**config.mk**
```make
export PLATFORM = sky130hd
export DESIGN_NAME = ddsr_queue
export DESIGN_NICKNAME = d
export VERILOG_FILES = /design/src/hw/rtl/ddsr_pkg.sv /design/src/hw/rtl/ddsr_queue.sv
export SDC_FILE = /design/constraint.sdc
export NUM_CORES = 1
export LEC_CHECK = 0
export BUFFER_PORTS_ARGS = -buffer_cell sky130_fd_sc_hd__buf_2
export CAP_MARGIN = 30
export CORE_MARGIN = 2
export CORE_UTILIZATION = 46
export DETAILED_ROUTE_END_ITERATION = 10
export PLACE_DENSITY_LB_ADDON = 0.2
export SYNTH_ARGS = -nofsm -noshare
export SYNTH_HDL_FRONTEND = slang
export SYNTH_SLANG_ARGS = --single-unit
```
**constraint.sdc**
```tcl
create_clock -name clk_i -period 2.3 [get_ports clk_i]
set_clock_uncertainty 0.1 [all_clocks]
set_input_delay 0.23 -clock clk_i [delete_from_list [all_inputs] [get_ports clk_i]]
set_output_delay 0.23 -clock clk_i [all_outputs]
set_load 0.005 [all_outputs]
```
**src/hw/rtl/ddsr_pkg.sv**
```systemverilog
// ddsr_pkg: shared widths, command word type and sine magnitude function
`timescale 1ns / 1ps
`default_nettype none

package ddsr_pkg;

  // fixed field widths of the channels
  localparam int unsigned SAMPLE_W = 16;
  localparam int unsigned COUNT_W  = 16;
  localparam int unsigned WIN_W    = 13;
  localparam int unsigned PHASE_W  = 32;
  // ring offset carried in the command word, wide enough for the deepest ring
  localparam int unsigned OFFSET_W = 16;

  // fixed-point constants for the sine series
  localparam logic [63:0] TWO_PI_Q30 = 64'h0000_0001_921F_B544;
  localparam logic [63:0] ONE_Q30    = 64'h0000_0000_4000_0000;
  localparam logic [63:0] HALF_Q30   = 64'h0000_0000_2000_0000;
  localparam logic [63:0] MAG_LIM    = (64'd1 << (SAMPLE_W - 1)) - 64'd1;

  typedef enum logic {
    OP_GEN  = 1'b0,
    OP_READ = 1'b1
  } op_e;

  // classified word passed from the front to the back
  typedef struct packed {
    op_e                 op;
    logic                in_window;
    logic [OFFSET_W-1:0] offset;
    logic [WIN_W-1:0]    window;
  } cmd_t;

  // sine magnitude for a first-quadrant angle r in Q30 turns of a quarter,
  // only ever called with constants while building the table
  function automatic logic [SAMPLE_W-1:0] sine_mag(input logic [63:0] r);
    logic [63:0] x;
    logic [63:0] x2;
    logic [63:0] t;
    logic [63:0] s;
    logic [63:0] mag;
    x   = (r * TWO_PI_Q30) >> 32;
    x2  = (x * x) >> 30;
    t   = ONE_Q30 - x2 / 64'd110;
    t   = ONE_Q30 - ((x2 * t) >> 30) / 64'd72;
    t   = ONE_Q30 - ((x2 * t) >> 30) / 64'd42;
    t   = ONE_Q30 - ((x2 * t) >> 30) / 64'd20;
    t   = ONE_Q30 - ((x2 * t) >> 30) / 64'd6;
    s   = (x * t) >> 30;
    mag = ((s << (SAMPLE_W - 1)) + HALF_Q30) >> 30;
    if (mag > MAG_LIM) begin
      mag = MAG_LIM;
    end
    return mag[SAMPLE_W-1:0];
  endfunction

endpackage

`default_nettype wire

```
**src/hw/rtl/ddsr_queue.sv**
```systemverilog
// ddsr_queue: two-entry queue of command words between front and back
`timescale 1ns / 1ps
`default_nettype none

module ddsr_queue import ddsr_pkg::*; (
  input  wire logic clk_i,
  input  wire logic rst_ni,
  input  wire logic push_valid_i,
  output logic      push_ready_o,
  input  wire cmd_t push_cmd_i,
  output logic      pop_valid_o,
  input  wire logic pop_ready_i,
  output cmd_t      pop_cmd_o
);

  localparam int unsigned DEPTH = 2;
  localparam int unsigned PTR_W = $clog2(DEPTH);
  localparam int unsigned CNT_W = $clog2(DEPTH + 1);

  cmd_t             slot_q [DEPTH];
  logic [PTR_W-1:0] wr_ptr_q, wr_ptr_d;
  logic [PTR_W-1:0] rd_ptr_q, rd_ptr_d;
  logic [CNT_W-1:0] count_q, count_d;
  logic             push;
  logic             pop;

  // handshakes
  always_comb begin
    push_ready_o = count_q != CNT_W'(DEPTH);
    pop_valid_o  = count_q != '0;
    push         = push_valid_i && push_ready_o;
    pop          = pop_valid_o && pop_ready_i;
    pop_cmd_o    = slot_q[rd_ptr_q];
  end

  // pointer and fill update
  always_comb begin
    wr_ptr_d = push ? wr_ptr_q + 1'b1 : wr_ptr_q;
    rd_ptr_d = pop ? rd_ptr_q + 1'b1 : rd_ptr_q;
    count_d  = count_q + CNT_W'(push) - CNT_W'(pop);
  end

  always_ff @(posedge clk_i or negedge rst_ni) begin
    if (!rst_ni) begin
      wr_ptr_q <= '0;
      rd_ptr_q <= '0;
      count_q  <= '0;
    end else begin
      wr_ptr_q <= wr_ptr_d;
      rd_ptr_q <= rd_ptr_d;
      count_q  <= count_d;
    end
  end

  // slot storage
  always_ff @(posedge clk_i) begin
    if (push) begin
      slot_q[wr_ptr_q] <= push_cmd_i;
    end
  end

`ifndef SYNTHESIS
  a_fill_bound: assert property (@(posedge clk_i) disable iff (!rst_ni)
    count_q <= CNT_W'(DEPTH))
    else $error("command queue over-filled");
`endif

endmodule

`default_nettype wire

```
# After elaboration in Yosys (flattened, before gate mapping)
# Memory sizes are Yosys's and may differ from the RTL's.
# Index checks and enable logic that the tools add are counted.
# word_totals
ram_bits	62
out_inout_bits	33
reg_bits	4
inputBits	35
elab_cells	14
latch_bits	0
mem_count	1
mem_bits_ro	0
# mem_list
memory	depth	width	read_ports	rd_ports_with_merged_regs	wr	line_no	source
slot_q	2	31	1	0	1	ddsr_queue.sv:20	cmd_t slot_q [DEPTH];
# op_classes
n_reduce_logical	3
mul	0
magnitude_cmp	0
bitwise_logic	0
n_shift	0
n_div	0
mux	2
n_eq_ne	1
add_sub_neg	4
# op_table
op	count
$add 1x1->1 const B	2
$add 2x1->2	1
$logic_and 1x1->1	2
$mux 1	2
$ne 2x2->1 const B	1
$reduce_bool 2->1	1
$sub 2x1->2	1

# Depth between registers and ports, before layout
# Gate-level depths: netlist of the first run.
# logic_depth
word_depth	4
mapped_depth	5
mapped_depth_nobuf	5

# Worst setup path before layout of the first run
# Ideal clock, no wire load.
# synth_timing
path_kind	reg2reg
from	reg count_q[0]
to	mem slot_q[0][0] (netlist name) (enable)
setup_slack_ns	-0.192
setup_ns	0.419
stages_incl_launch_ff	4
t_required_ns	1.781
path_buffers	0
synth_period_minus_slack_ns	2.492
t_arrival_ns	1.973
path_cell_list	dfrtp_1 > nand2b_1 > nand2_1 > nor2_1
# synth_between
elab_chain_len	4
# synth_rtl
element	line_no	source
start, declared	ddsr_queue.sv:23	logic [CNT_W-1:0] count_q, count_d;
start signal, assigned	ddsr_queue.sv:51	count_q <= count_d;
$ne 2x2->1	ddsr_queue.sv:29	push_ready_o = count_q != CNT_W'(DEPTH);
net push_ready_o	ddsr_queue.sv:9	output logic push_ready_o,
$logic_and 1x1->1	ddsr_queue.sv:31	push = push_valid_i && push_ready_o;
$mux 1	ddsr_queue.sv:57	if (push) begin
$mux 1 (implied by the code)	ddsr_queue.sv:58	slot_q[wr_ptr_q] <= push_cmd_i;
end, declared	ddsr_queue.sv:20	
# The timed path passes the listed nets, and every way through them passes these cells.

==> results of run 1 <==
state kept, by name, indices dropped and copies added, names as in the netlist:
register,cells
wr_ptr_q,1
count_q,2
rd_ptr_q,1
slot_q,62
Yosys cell counts, drive strengths merged:
cell type,count,area share
dfrtp,4,0.041
buf,3,0.0092
xnor2,3,0.011
o21ai,1,0.0020
nor2,3,0.0046
and3,1,0.0025
or2,1,0.0025
ha,1,0.0051
a21bo,1,0.0041
nor2b,1,0.0025
mux2,31,0.14
nand2,2,0.0031
a32oi,1,0.0036
nand3,1,0.0020
nand2b,1,0.0025
edfxtp,62,0.76
a211oi,1,0.0031
clkbuf,1,0.0020
cells by family (layout without fill, tap and decap cells):
logic type / count (synthesis) / in the layout / synth area share
buf+inv: 4 / 119 / 0.0112
fa+ha+maj: 1 / 1 / 0.00509
compound gates: 4 / 4 / 0.0127
xor+xnor: 3 / 3 / 0.0107
flops: 66 / 66 / 0.798
mux: 31 / 31 / 0.142
simple gates: 10 / 10 / 0.0199
area by class of cell:
type / instances / share of cell area
repair buffers: 103 / 0.200
multi-input cells: 49 / 0.139
clock buffers: 9 / 0.0361
clock inverters: 7 / 0.0274
flip-flops and latches: 66 / 0.572
well taps: 70 / 0.0255
repair_timing:
action	4_1_cts	5_1_grt
hold buffers	32	0
buffers inserted	0	0
hold endpoints to repair	65	0
power by group:
group / internal, W / total (W) / switching (W)
Clock: 0.000607 / 0.00104 / 0.000429
Sequential: 0.00165 / 0.00174 / 0.0000902
Combinational: 0.000574 / 0.00110 / 0.000525
Total: 0.00283 / 0.00387 / 0.00104
through the flow:
step | util | setup WS [ns]
final | 0.667 | 0.511
after global placement | 0.562 | 0.721
after detailed placement | 0.562 | 0.641
after CTS | 0.667 | 0.485
after global routing | 0.667 | 0.433
after floorplan | - | 0.315
metal layers:
layer	vias to the layer above	routed length (um)	global-route usage
met2	49	2270	0.272
met3	9	213	0.0435
met5	-	0	0
met1	678	1850	0.175
li1	686	-	-
met4	0	103	0.0857
worst max path at each step:
stage / cells past startpoint / end / startpoint
after floorplan: 3 / slot_q[0][0] / count_q[0]
after global placement: 4 / slot_q[0][6] / count_q[0]
after detailed placement: 4 / slot_q[0][4] / count_q[0]
after CTS: 3 / pop_cmd_o[20] / rd_ptr_q
after global routing: 3 / pop_cmd_o[20] / rd_ptr_q
final: 3 / pop_cmd_o[20] / rd_ptr_q
tightest hold or removal path: stages:
cell	delay, ns
buf_2	0.13
nand2_1	0.08
xnor2_1	0.06
==> impl_results.md, run 1 <==
- Run status: complete, no violations
- Routability Congestion: 0.673
- Transition at the pin with the smallest max-transition slack: 0.423 ns
- Cts bufs inserted: 9
- Unrepaired setup endpoints after global routing: false
- Warnings, synthesis: 0
- Min-Delay Startpoint: pop_ready_i
- Post-Synthesis Cell Area: 2460 um^2
- Die ar.: 5940 um^2
- Largest fanout on the critical path: 20
- Library cells used by synthesis: 19
- Post-layout instance count excluding filler cells: 304
- Post-route ant nets: 0
- Slew margin rel.: 0.718
- Area taken by flip-flops and latches: 1960 um^2
- Clock transition at the register clock pins on the worst setup and hold paths after CTS: 0.07 ns
- CTS root buffer: clkbuf_8
- Die outline width: 77.1 um
- Multi-input gate area: 475 um^2
- Post-CTS Resized: 0
- Synthesized instance count: 119
- Global-route wire length before repair: 6910 um
- Setup violations, final: 0
- Global-route congestion overflow total: 0
- Detailed-placement wirelength estimate: 2800 um
- Worst setup EP type: output pin
- Cell Pwr Density: 1130 nW/um^2
- CP bufs+invs: 2
- Worst-Skew Late Latency: 0.32 ns
- Static leakage: 1.32 nW
- Max IR drop VDD: 0.000725 V
- Site Rows: 26
- Type of origin of the critical path: register
- Synth-to-layout area growth: 39.5%
- Cell at the slowest stage of the critical path: mux2_2
- Total negative setup slack: 0 ns
- Tightest Hold Check Type: in -> reg
- Die Ht: 77.1 um
- Via count of the first global-routing pass: 1,529
- Final critical-path share of the clock period: 0.778
- Worst Reg2Reg Path Length in Cells: 4
- Layout cell share with drive strength beyond 1: 0.504
- Fillers: 387
- Minimum clock period: 1.79 ns
- Crit-path max cell delay: 0.38 ns
- Worst hold path cell count: 3
- Worst R2R Start: count_q[0]
- Maximum number of pins on one net before global-route repair: 32
- Mean area per synthesized cell: 20.7 um^2
- Placed insts: 256
- Antenna cell count: 0
- Post-Layout Inst Area: 3430 um^2
- Iteration-0 DRC count of the detailed router: 47
- Yosys reg bits: 66
- Smallest hold slack: 0.104 ns
- Core ar.: 5140 um^2
- Area after DPL: 2890 um^2
- Reg2Reg Capture Point: slot_q[0][6]
- Seq/Total Area, Yosys: 0.798
- Hold EP: rd_ptr_q
- Max-slew violation total from the final report: 0
- Effective utilization at floorplan: 0.478
- Max-cap viol count: 0
- Number of vias in the routed layout: 1,422
- Detailed Route WL: 4440 um
- Syn Nets: 155
- Final total power: 0.00387 W
- Nets: 265
- Most frequent cells in the layout: buf_2, edfxtp_1, dlygate4sd3_1, mux2_2, clkbuf_8
- # port buffers: 67
- H-tree depth: 3
- Top cell family by delay on the critical path: buffers and inverters
- List of cells traversed by the critical path: buf_4 -> mux2_2 -> buf_2
- Sink count of the clock tree: 66
- Setup slack, reg-to-reg: 0.64 ns
- Worst Path Class, Setup: reg -> out
- Required @ worst endpoint: 1.97 ns
- Number of antenna violations at the first check in global routing: 0
- Number of detailed-route iterations in the first pass: 4
- DR DRC count: 0
- I/O pin total: 68
- Endpoint arrival time on the critical path: 1.46 ns
- Maximum clock path buffer count: 2
- TritonCTS clock tree: built
- Tot GR Track Use: 0.157
- Leading cell type in the layout, fill and taps excluded: buf_2
- DR vias/cell: 4.68
- Highest achievable clock rate: 559 MHz
- Routed wirelength normalized by instance count: 14.6 um
- Final hold viol count: 0
No activity file was read; power rests on OpenSTA's default activity.
==> run 2: changes to the inputs <==
==> constraint.sdc (replaced) <==
create_clock -name clk_i -period 1.64 [get_ports clk_i]
set_clock_uncertainty 0.1 [all_clocks]
set_input_delay 0.164 -clock clk_i [delete_from_list [all_inputs] [get_ports clk_i]]
set_output_delay 0.164 -clock clk_i [all_outputs]
set_load 0.005 [all_outputs]
==> impl_results.md, run 2 (same netlist as run 1, synthesis figures left out) <==
- Run status: finished, violations left (was complete, no violations)
- Violated checks: setup timing
- Total negative setup slack: -0.256 ns (was 0 ns)
- Leading cell type in the layout, fill and taps excluded: edfxtp_1 (was buf_2)
- Minimum clock period: 1.66 ns
- Final hold viol count: 0 (unchanged)
- Setup violations, final: 18 (was 0)
- TritonCTS clock tree: built (unchanged)
- Flip-flop count of the largest register after layout: 62 (unchanged)
- Clock transition at the register clock pins on the worst setup and hold paths after CTS: 0.06 ns (was 0.07 ns)
- Final critical-path share of the clock period: 1.01
- Static leakage: 1.41 nW (was 1.32 nW)
- Core ar.: 5140 um^2 (unchanged)
- Final critical-path setup slack: -0.0245 ns (was 0.511 ns)
- Maximum clock path buffer count: 2 (unchanged)
- Highest achievable clock rate: 601 MHz
- Cell Pwr Density: 1550 nW/um^2 (was 1130 nW/um^2)
- Post-route ant nets: 0 (unchanged)
- Detailed Route WL: 4560 um (was 4440 um)
- Effective utilization at floorplan: 0.478 (unchanged)
- # port buffers: 67 (unchanged)
- Antenna cell count: 0 (unchanged)
- Register with the most flip-flops: slot_q (unchanged)
- Most frequent cells in the layout: edfxtp_1, buf_2, dlygate4sd3_1, mux2_2, mux2_4 (was buf_2, edfxtp_1, dlygate4sd3_1, mux2_2, clkbuf_8)
- Type of origin of the critical path: register (unchanged)
- Worst Path Class, Setup: reg -> out (unchanged)
- Nets: 271 (was 265)
- Detailed-placement wirelength estimate: 2950 um (was 2800 um)
- Routed wirelength normalized by instance count: 14.7 um (was 14.6 um)
- DR vias/cell: 4.70 (was 4.68)
- Largest fanout on the critical path: 18 (was 20)
- Via count of the first global-routing pass: 1,549 (was 1,529)
- Max-slew violation total from the final report: 0 (unchanged)
- Die ar.: 5940 um^2 (unchanged)
- CTS root buffer: clkbuf_8 (unchanged)
- Regs by FF count: slot_q x62, count_q x2 (unchanged)
- Endpoint arrival time on the critical path: 1.40 ns (was 1.46 ns)
- Site Rows: 26 (unchanged)
- DR DRC count: 0 (unchanged)
- Worst setup EP type: output pin (unchanged)
- Worst-Skew Late Latency: 0.32 ns (about the same)
- H-tree depth: 3 (unchanged)
- Cts bufs inserted: 9 (unchanged)
- Maximum number of pins on one net before global-route repair: 19 (was 32)
- Global-route wire length before repair: 7280 um (was 6910 um)
- Number of detailed-route iterations in the first pass: 3 (was 4)
- Die outline width: 77.1 um (unchanged)
- Die Ht: 77.1 um (unchanged)
- Routability Congestion: 0.804 (was 0.673)
- Transition at the pin with the smallest max-transition slack: 0.251 ns (was 0.423 ns)
- Max-cap viol count: 0 (unchanged)
- Synth-to-layout area growth: 44.2% (was 39.5%)
- Global-route congestion overflow total: 0 (unchanged)
- Slew margin rel.: 0.833 (was 0.718)
- Max IR drop VDD: 0.000822 V (was 0.000725 V)
- Layout cell share with drive strength beyond 1: 0.521 (was 0.504)
- Tot GR Track Use: 0.164 (was 0.157)
- Required @ worst endpoint: 1.38 ns (was 1.97 ns)
- Final core utilization: 0.689 (was 0.667)
- Unrepaired setup endpoints after global routing: true (was false)
- Number of vias in the routed layout: 1,458 (was 1,422)
- Tightest Hold Check Type: in -> reg (unchanged)
- Iteration-0 DRC count of the detailed router: 36 (was 47)
- I/O pin total: 68 (unchanged)
- Number of antenna violations at the first check in global routing: 0 (unchanged)
- Sink count of the clock tree: 66 (unchanged)
-- run 2: cell count changes in the layout (fill, tap and decap cells not counted), moves of 2 or more --
| cell | delta |
|---|---|
| mux2_4 | +13 |
| mux2_2 | -12 |
| buf_6 | +10 |
| buf_2 | -9 |
| buf_4 | +4 |
| clkbuf_1 | +3 |
| bufinv_16 | -2 |
| clkinvlp_4 | -2 |
-- run 2: worst max-delay path: stages, from the launching register on --
cell and delay (ns):
dfrtp_2 0.42, buf_12 0.18, mux2_2 0.35, buf_2 0.13
-- run 2: through the flow --
step                      instance area (um^2)  power [W]  hold WS [ns]  instances  worst slack, ns
after floorplan                           2480    0.00340        -0.232        119          0.00570
after global placement                    2940    0.00403        -0.125        260            0.257
after detailed placement                  2940    0.00410        -0.120        260            0.214
after CTS                                 3500    0.00543        0.0175        309          -0.0524
after global routing                      3540    0.00578        0.0423        310          -0.0820
final                                     3540    0.00550        0.0331        310          -0.0245
-- run 2: where the power goes --
group	switching, W	total [W]	internal, W	leakage, nW
combinational	0.000813	0.00195	0.00113	0.705
sequential	0.000160	0.00247	0.00231	0.623
clock	0.000541	0.00108	0.000537	0.0816
total	0.00151	0.00550	0.00398	1.41
-- run 2: layer usage --
metal	track usage	part of all wire	up-vias
met5	0	0	-
met4	0.0589	0.0088	0
met3	0.0541	0.048	5
met2	0.280	0.51	44
met1	0.195	0.43	708
li1	-	-	701
-- run 2: path summary, 6_finish.rpt --
path,start,endpoint,slack [ns],cells after the start
min reg2reg,wr_ptr_q,wr_ptr_q,0.45,1
min,pop_ready_i,rd_ptr_q,0.03,3
max,rd_ptr_q,pop_cmd_o[18],-0.02,3
min in group asynchronous,rst_ni,wr_ptr_q,0.08,2
max reg2reg,count_q[0],slot_q[0][30],0.20,4
max in group asynchronous,rst_ni,rd_ptr_q,1.23,2
-- run 2: area by class of cell --
| type | instances | area [um^2] |
|---|---|---|
| Timing Repair Buffer | 109 | 803 |
| Tap cell | 70 | 87.6 |
| Clock buffer | 12 | 135 |
| Fill cell | 371 | 1600 |
| Multi-Input combinational cell | 49 | 536 |
| Clock inverter | 4 | 18.8 |
| Sequential cell | 66 | 1960 |
-- run 2: timing repair --
| item | 4_1_cts | 5_1_grt |
|---|---|---|
| endpoints found under the hold margin | 66 | 0 |
| gates resized for setup | 17 | 8 |
| buffers inserted | 0 | 1 |
| gates cloned | 1 | 0 |
| endpoints found under the setup margin | 31 | 31 |
| hold buffers | 32 | 0 |
==> run 3: changes to the inputs <==
--- a/config.mk
+++ b/config.mk
@@ -11,6 +11,7 @@
 export CORE_UTILIZATION = 46
 export DETAILED_ROUTE_END_ITERATION = 10
 export PLACE_DENSITY_LB_ADDON = 0.2
+export SETUP_SLACK_MARGIN = 0.5
 export SYNTH_ARGS = -nofsm -noshare
 export SYNTH_HDL_FRONTEND = slang
 export SYNTH_SLANG_ARGS = --single-unit
==> impl_results.md, run 3 (same netlist as run 1, synthesis figures left out) <==
- Run status: finished, violations left (unchanged)
- Violated checks: setup timing (unchanged)
- Antenna cell count: 0 (unchanged)
- Final critical-path setup slack: -0.0797 ns (was -0.0245 ns)
- Transition at the pin with the smallest max-transition slack: 0.222 ns (was 0.251 ns)
- Sink count of the clock tree: 66 (unchanged)
- Setup slack, reg-to-reg: 0.09 ns (was 0.20 ns)
- Cell Pwr Density: 1710 nW/um^2 (was 1550 nW/um^2)
- # port buffers: 67 (unchanged)
- List of cells traversed by the critical path: buf_12 -> mux2_2 -> buf_2 (unchanged)
- Endpoint arrival time on the critical path: 1.46 ns (was 1.40 ns)
- Static leakage: 1.67 nW (was 1.41 nW)
- TritonCTS clock tree: built (unchanged)
- Cts bufs inserted: 9 (unchanged)
- CTS root buffer: clkbuf_8 (unchanged)
- Final total power: 0.00707 W (was 0.00550 W)
- Fillers: 284 (was 371)
- Number of antenna violations at the first check in global routing: 0 (unchanged)
- Highest achievable clock rate: 581 MHz (was 601 MHz)
- Required @ worst endpoint: 1.38 ns (about the same)
- Effective utilization at floorplan: 0.478 (unchanged)
- Worst setup EP type: output pin (unchanged)
- Routed wirelength normalized by instance count: 17.5 um (was 14.7 um)
- Max-slew violation total from the final report: 0 (unchanged)
- Core ar.: 5140 um^2 (unchanged)
- Unrepaired setup endpoints after global routing: true (unchanged)
- Worst Path Class, Setup: reg -> out (unchanged)
- Via count of the first global-routing pass: 1,702 (was 1,549)
- Flip-flop count of the largest register after layout: 62 (unchanged)
- Setup violations, final: 31 (was 18)
- Largest fanout on the critical path: 17 (was 18)
- Die Ht: 77.1 um (unchanged)
- Maximum number of pins on one net before global-route repair: 18 (was 19)
- Minimum clock period: 1.72 ns (was 1.66 ns)
- Die outline width: 77.1 um (unchanged)
- Most frequent cells in the layout: edfxtp_1, buf_2, dlygate4sd3_1, buf_6, mux2_4 (was edfxtp_1, buf_2, dlygate4sd3_1, mux2_2, mux2_4)
- Slew margin rel.: 0.852 (was 0.833)
- Global-route wire length before repair: 8270 um (was 7280 um)
- Post-Layout Inst Area: 4120 um^2 (was 3540 um^2)
- Tightest Hold Check Type: in -> reg (unchanged)
- Regs by FF count: slot_q x62, count_q x2 (unchanged)
- I/O pin total: 68 (unchanged)
- Max IR drop VDD: 0.00105 V (was 0.000822 V)
- Number of vias in the routed layout: 1,576 (was 1,458)
- Type of origin of the critical path: register (unchanged)
- Site Rows: 26 (unchanged)
- Global-route congestion overflow total: 0 (unchanged)
- Die ar.: 5940 um^2 (unchanged)
- DR DRC count: 0 (unchanged)
- Synth-to-layout area growth: 67.7% (was 44.2%)
- Leading cell type in the layout, fill and taps excluded: edfxtp_1 (unchanged)
- H-tree depth: 3 (unchanged)
- Nets: 288 (was 271)
- Clock transition at the register clock pins on the worst setup and hold paths after CTS: 0.07 ns (was 0.06 ns)
- DR vias/cell: 4.82 (was 4.70)
- Detailed-placement wirelength estimate: 2830 um (was 2950 um)
- Final critical-path share of the clock period: 1.05 (was 1.01)
- Iteration-0 DRC count of the detailed router: 55 (was 36)
- Detailed Route WL: 5720 um (was 4560 um)
- Register with the most flip-flops: slot_q (unchanged)
- Layout cell share with drive strength beyond 1: 0.603 (was 0.521)
- Number of detailed-route iterations in the first pass: 4 (was 3)
- Maximum clock path buffer count: 2 (unchanged)
- Max-cap viol count: 0 (unchanged)
- Final hold viol count: 0 (unchanged)
- Post-route ant nets: 0 (unchanged)
- Crit-path max cell delay: 0.43 ns (was 0.42 ns)
- Worst-Skew Late Latency: 0.34 ns (was 0.32 ns)
- Routability Congestion: 0.635 (was 0.804)
- Tot GR Track Use: 0.191 (was 0.164)
- Area after DPL: 3000 um^2 (was 2940 um^2)
- Cell at the slowest stage of the critical path: dfrtp_2 (unchanged)
-- run 3: cell types whose count changed in the layout (fill, tap and decap cells not counted), sizes merged --
| cell | change |
|---|---|
| buf | +16 |
| bufinv | +2 |
| clkbuf | -2 |
| clkinvlp | +1 |
-- run 3: report_power, final --
group          internal [W]  total, W  switching [W]
Combinational       0.00197   0.00311        0.00114
Clock              0.000852   0.00148       0.000624
Sequential          0.00232   0.00248       0.000161
Total               0.00514   0.00707        0.00193
-- run 3: per-layer routing --
layer	share of wire	wire length, um	track usage
met4	0.016	93	0.0571
met3	0.043	245	0.0765
met5	0	0	0
met2	0.56	3200	0.352
met1	0.38	2180	0.199
-- run 3: path summary, 6_finish.rpt --
check                            startpoint             to  depth (start not counted)
min in group asynchronous            rst_ni     count_q[1]                          2
worst min-delay path            pop_ready_i       rd_ptr_q                          3
max in group asynchronous            rst_ni       rd_ptr_q                          2
worst min register to register     wr_ptr_q       wr_ptr_q                          1
worst max-delay path               rd_ptr_q  pop_cmd_o[20]                          3
worst max register to register   count_q[1]   slot_q[0][1]                          7
-- run 3: cell type report --
class	instances	area, um^2	share of cell area
clock buffers	9	124	0.0301
clock inverters	7	93.8	0.0228
multi-input cells	49	618	0.150
flip-flops and latches	66	1960	0.477
well taps	70	87.6	0.0213
repair buffers	126	1230	0.299
-- run 3: stage by stage --
| step | hold WS [ns] | worst slack, ns | utilization | instances | setup TNS [ns] |
|---|---|---|---|---|---|
| 3_3_place_gp | -0.125 | 0.252 | 0.584 | 258 | 0 |
| 6_report | 0.0579 | -0.0797 | 0.802 | 327 | -1.14 |
| 3_5_place_dp | -0.117 | 0.202 | 0.584 | 258 | 0 |
| 2_1_floorplan | -0.232 | 0.0263 | - | 119 | 0 |
| 5_1_grt | 0.0462 | -0.116 | 0.802 | 327 | -2.34 |
| 4_1_cts | 0.0265 | -0.0779 | 0.757 | 323 | -1.55 |
-- run 3: what timing repair did --
item	4_1_cts	5_1_grt
gates cloned	4	1
gates resized for setup	28	34
hold buffers	32	0
endpoints found under the hold margin	66	0
setup buffers	13	3
endpoints found under the setup margin	98	99
pin swaps	4	2
-- run 3: worst max-delay path: cells and delay by family (launching register included) --
kind     cells  cell delay [ns]
buf+inv      2             0.31
flops        1             0.43
mux          1             0.37
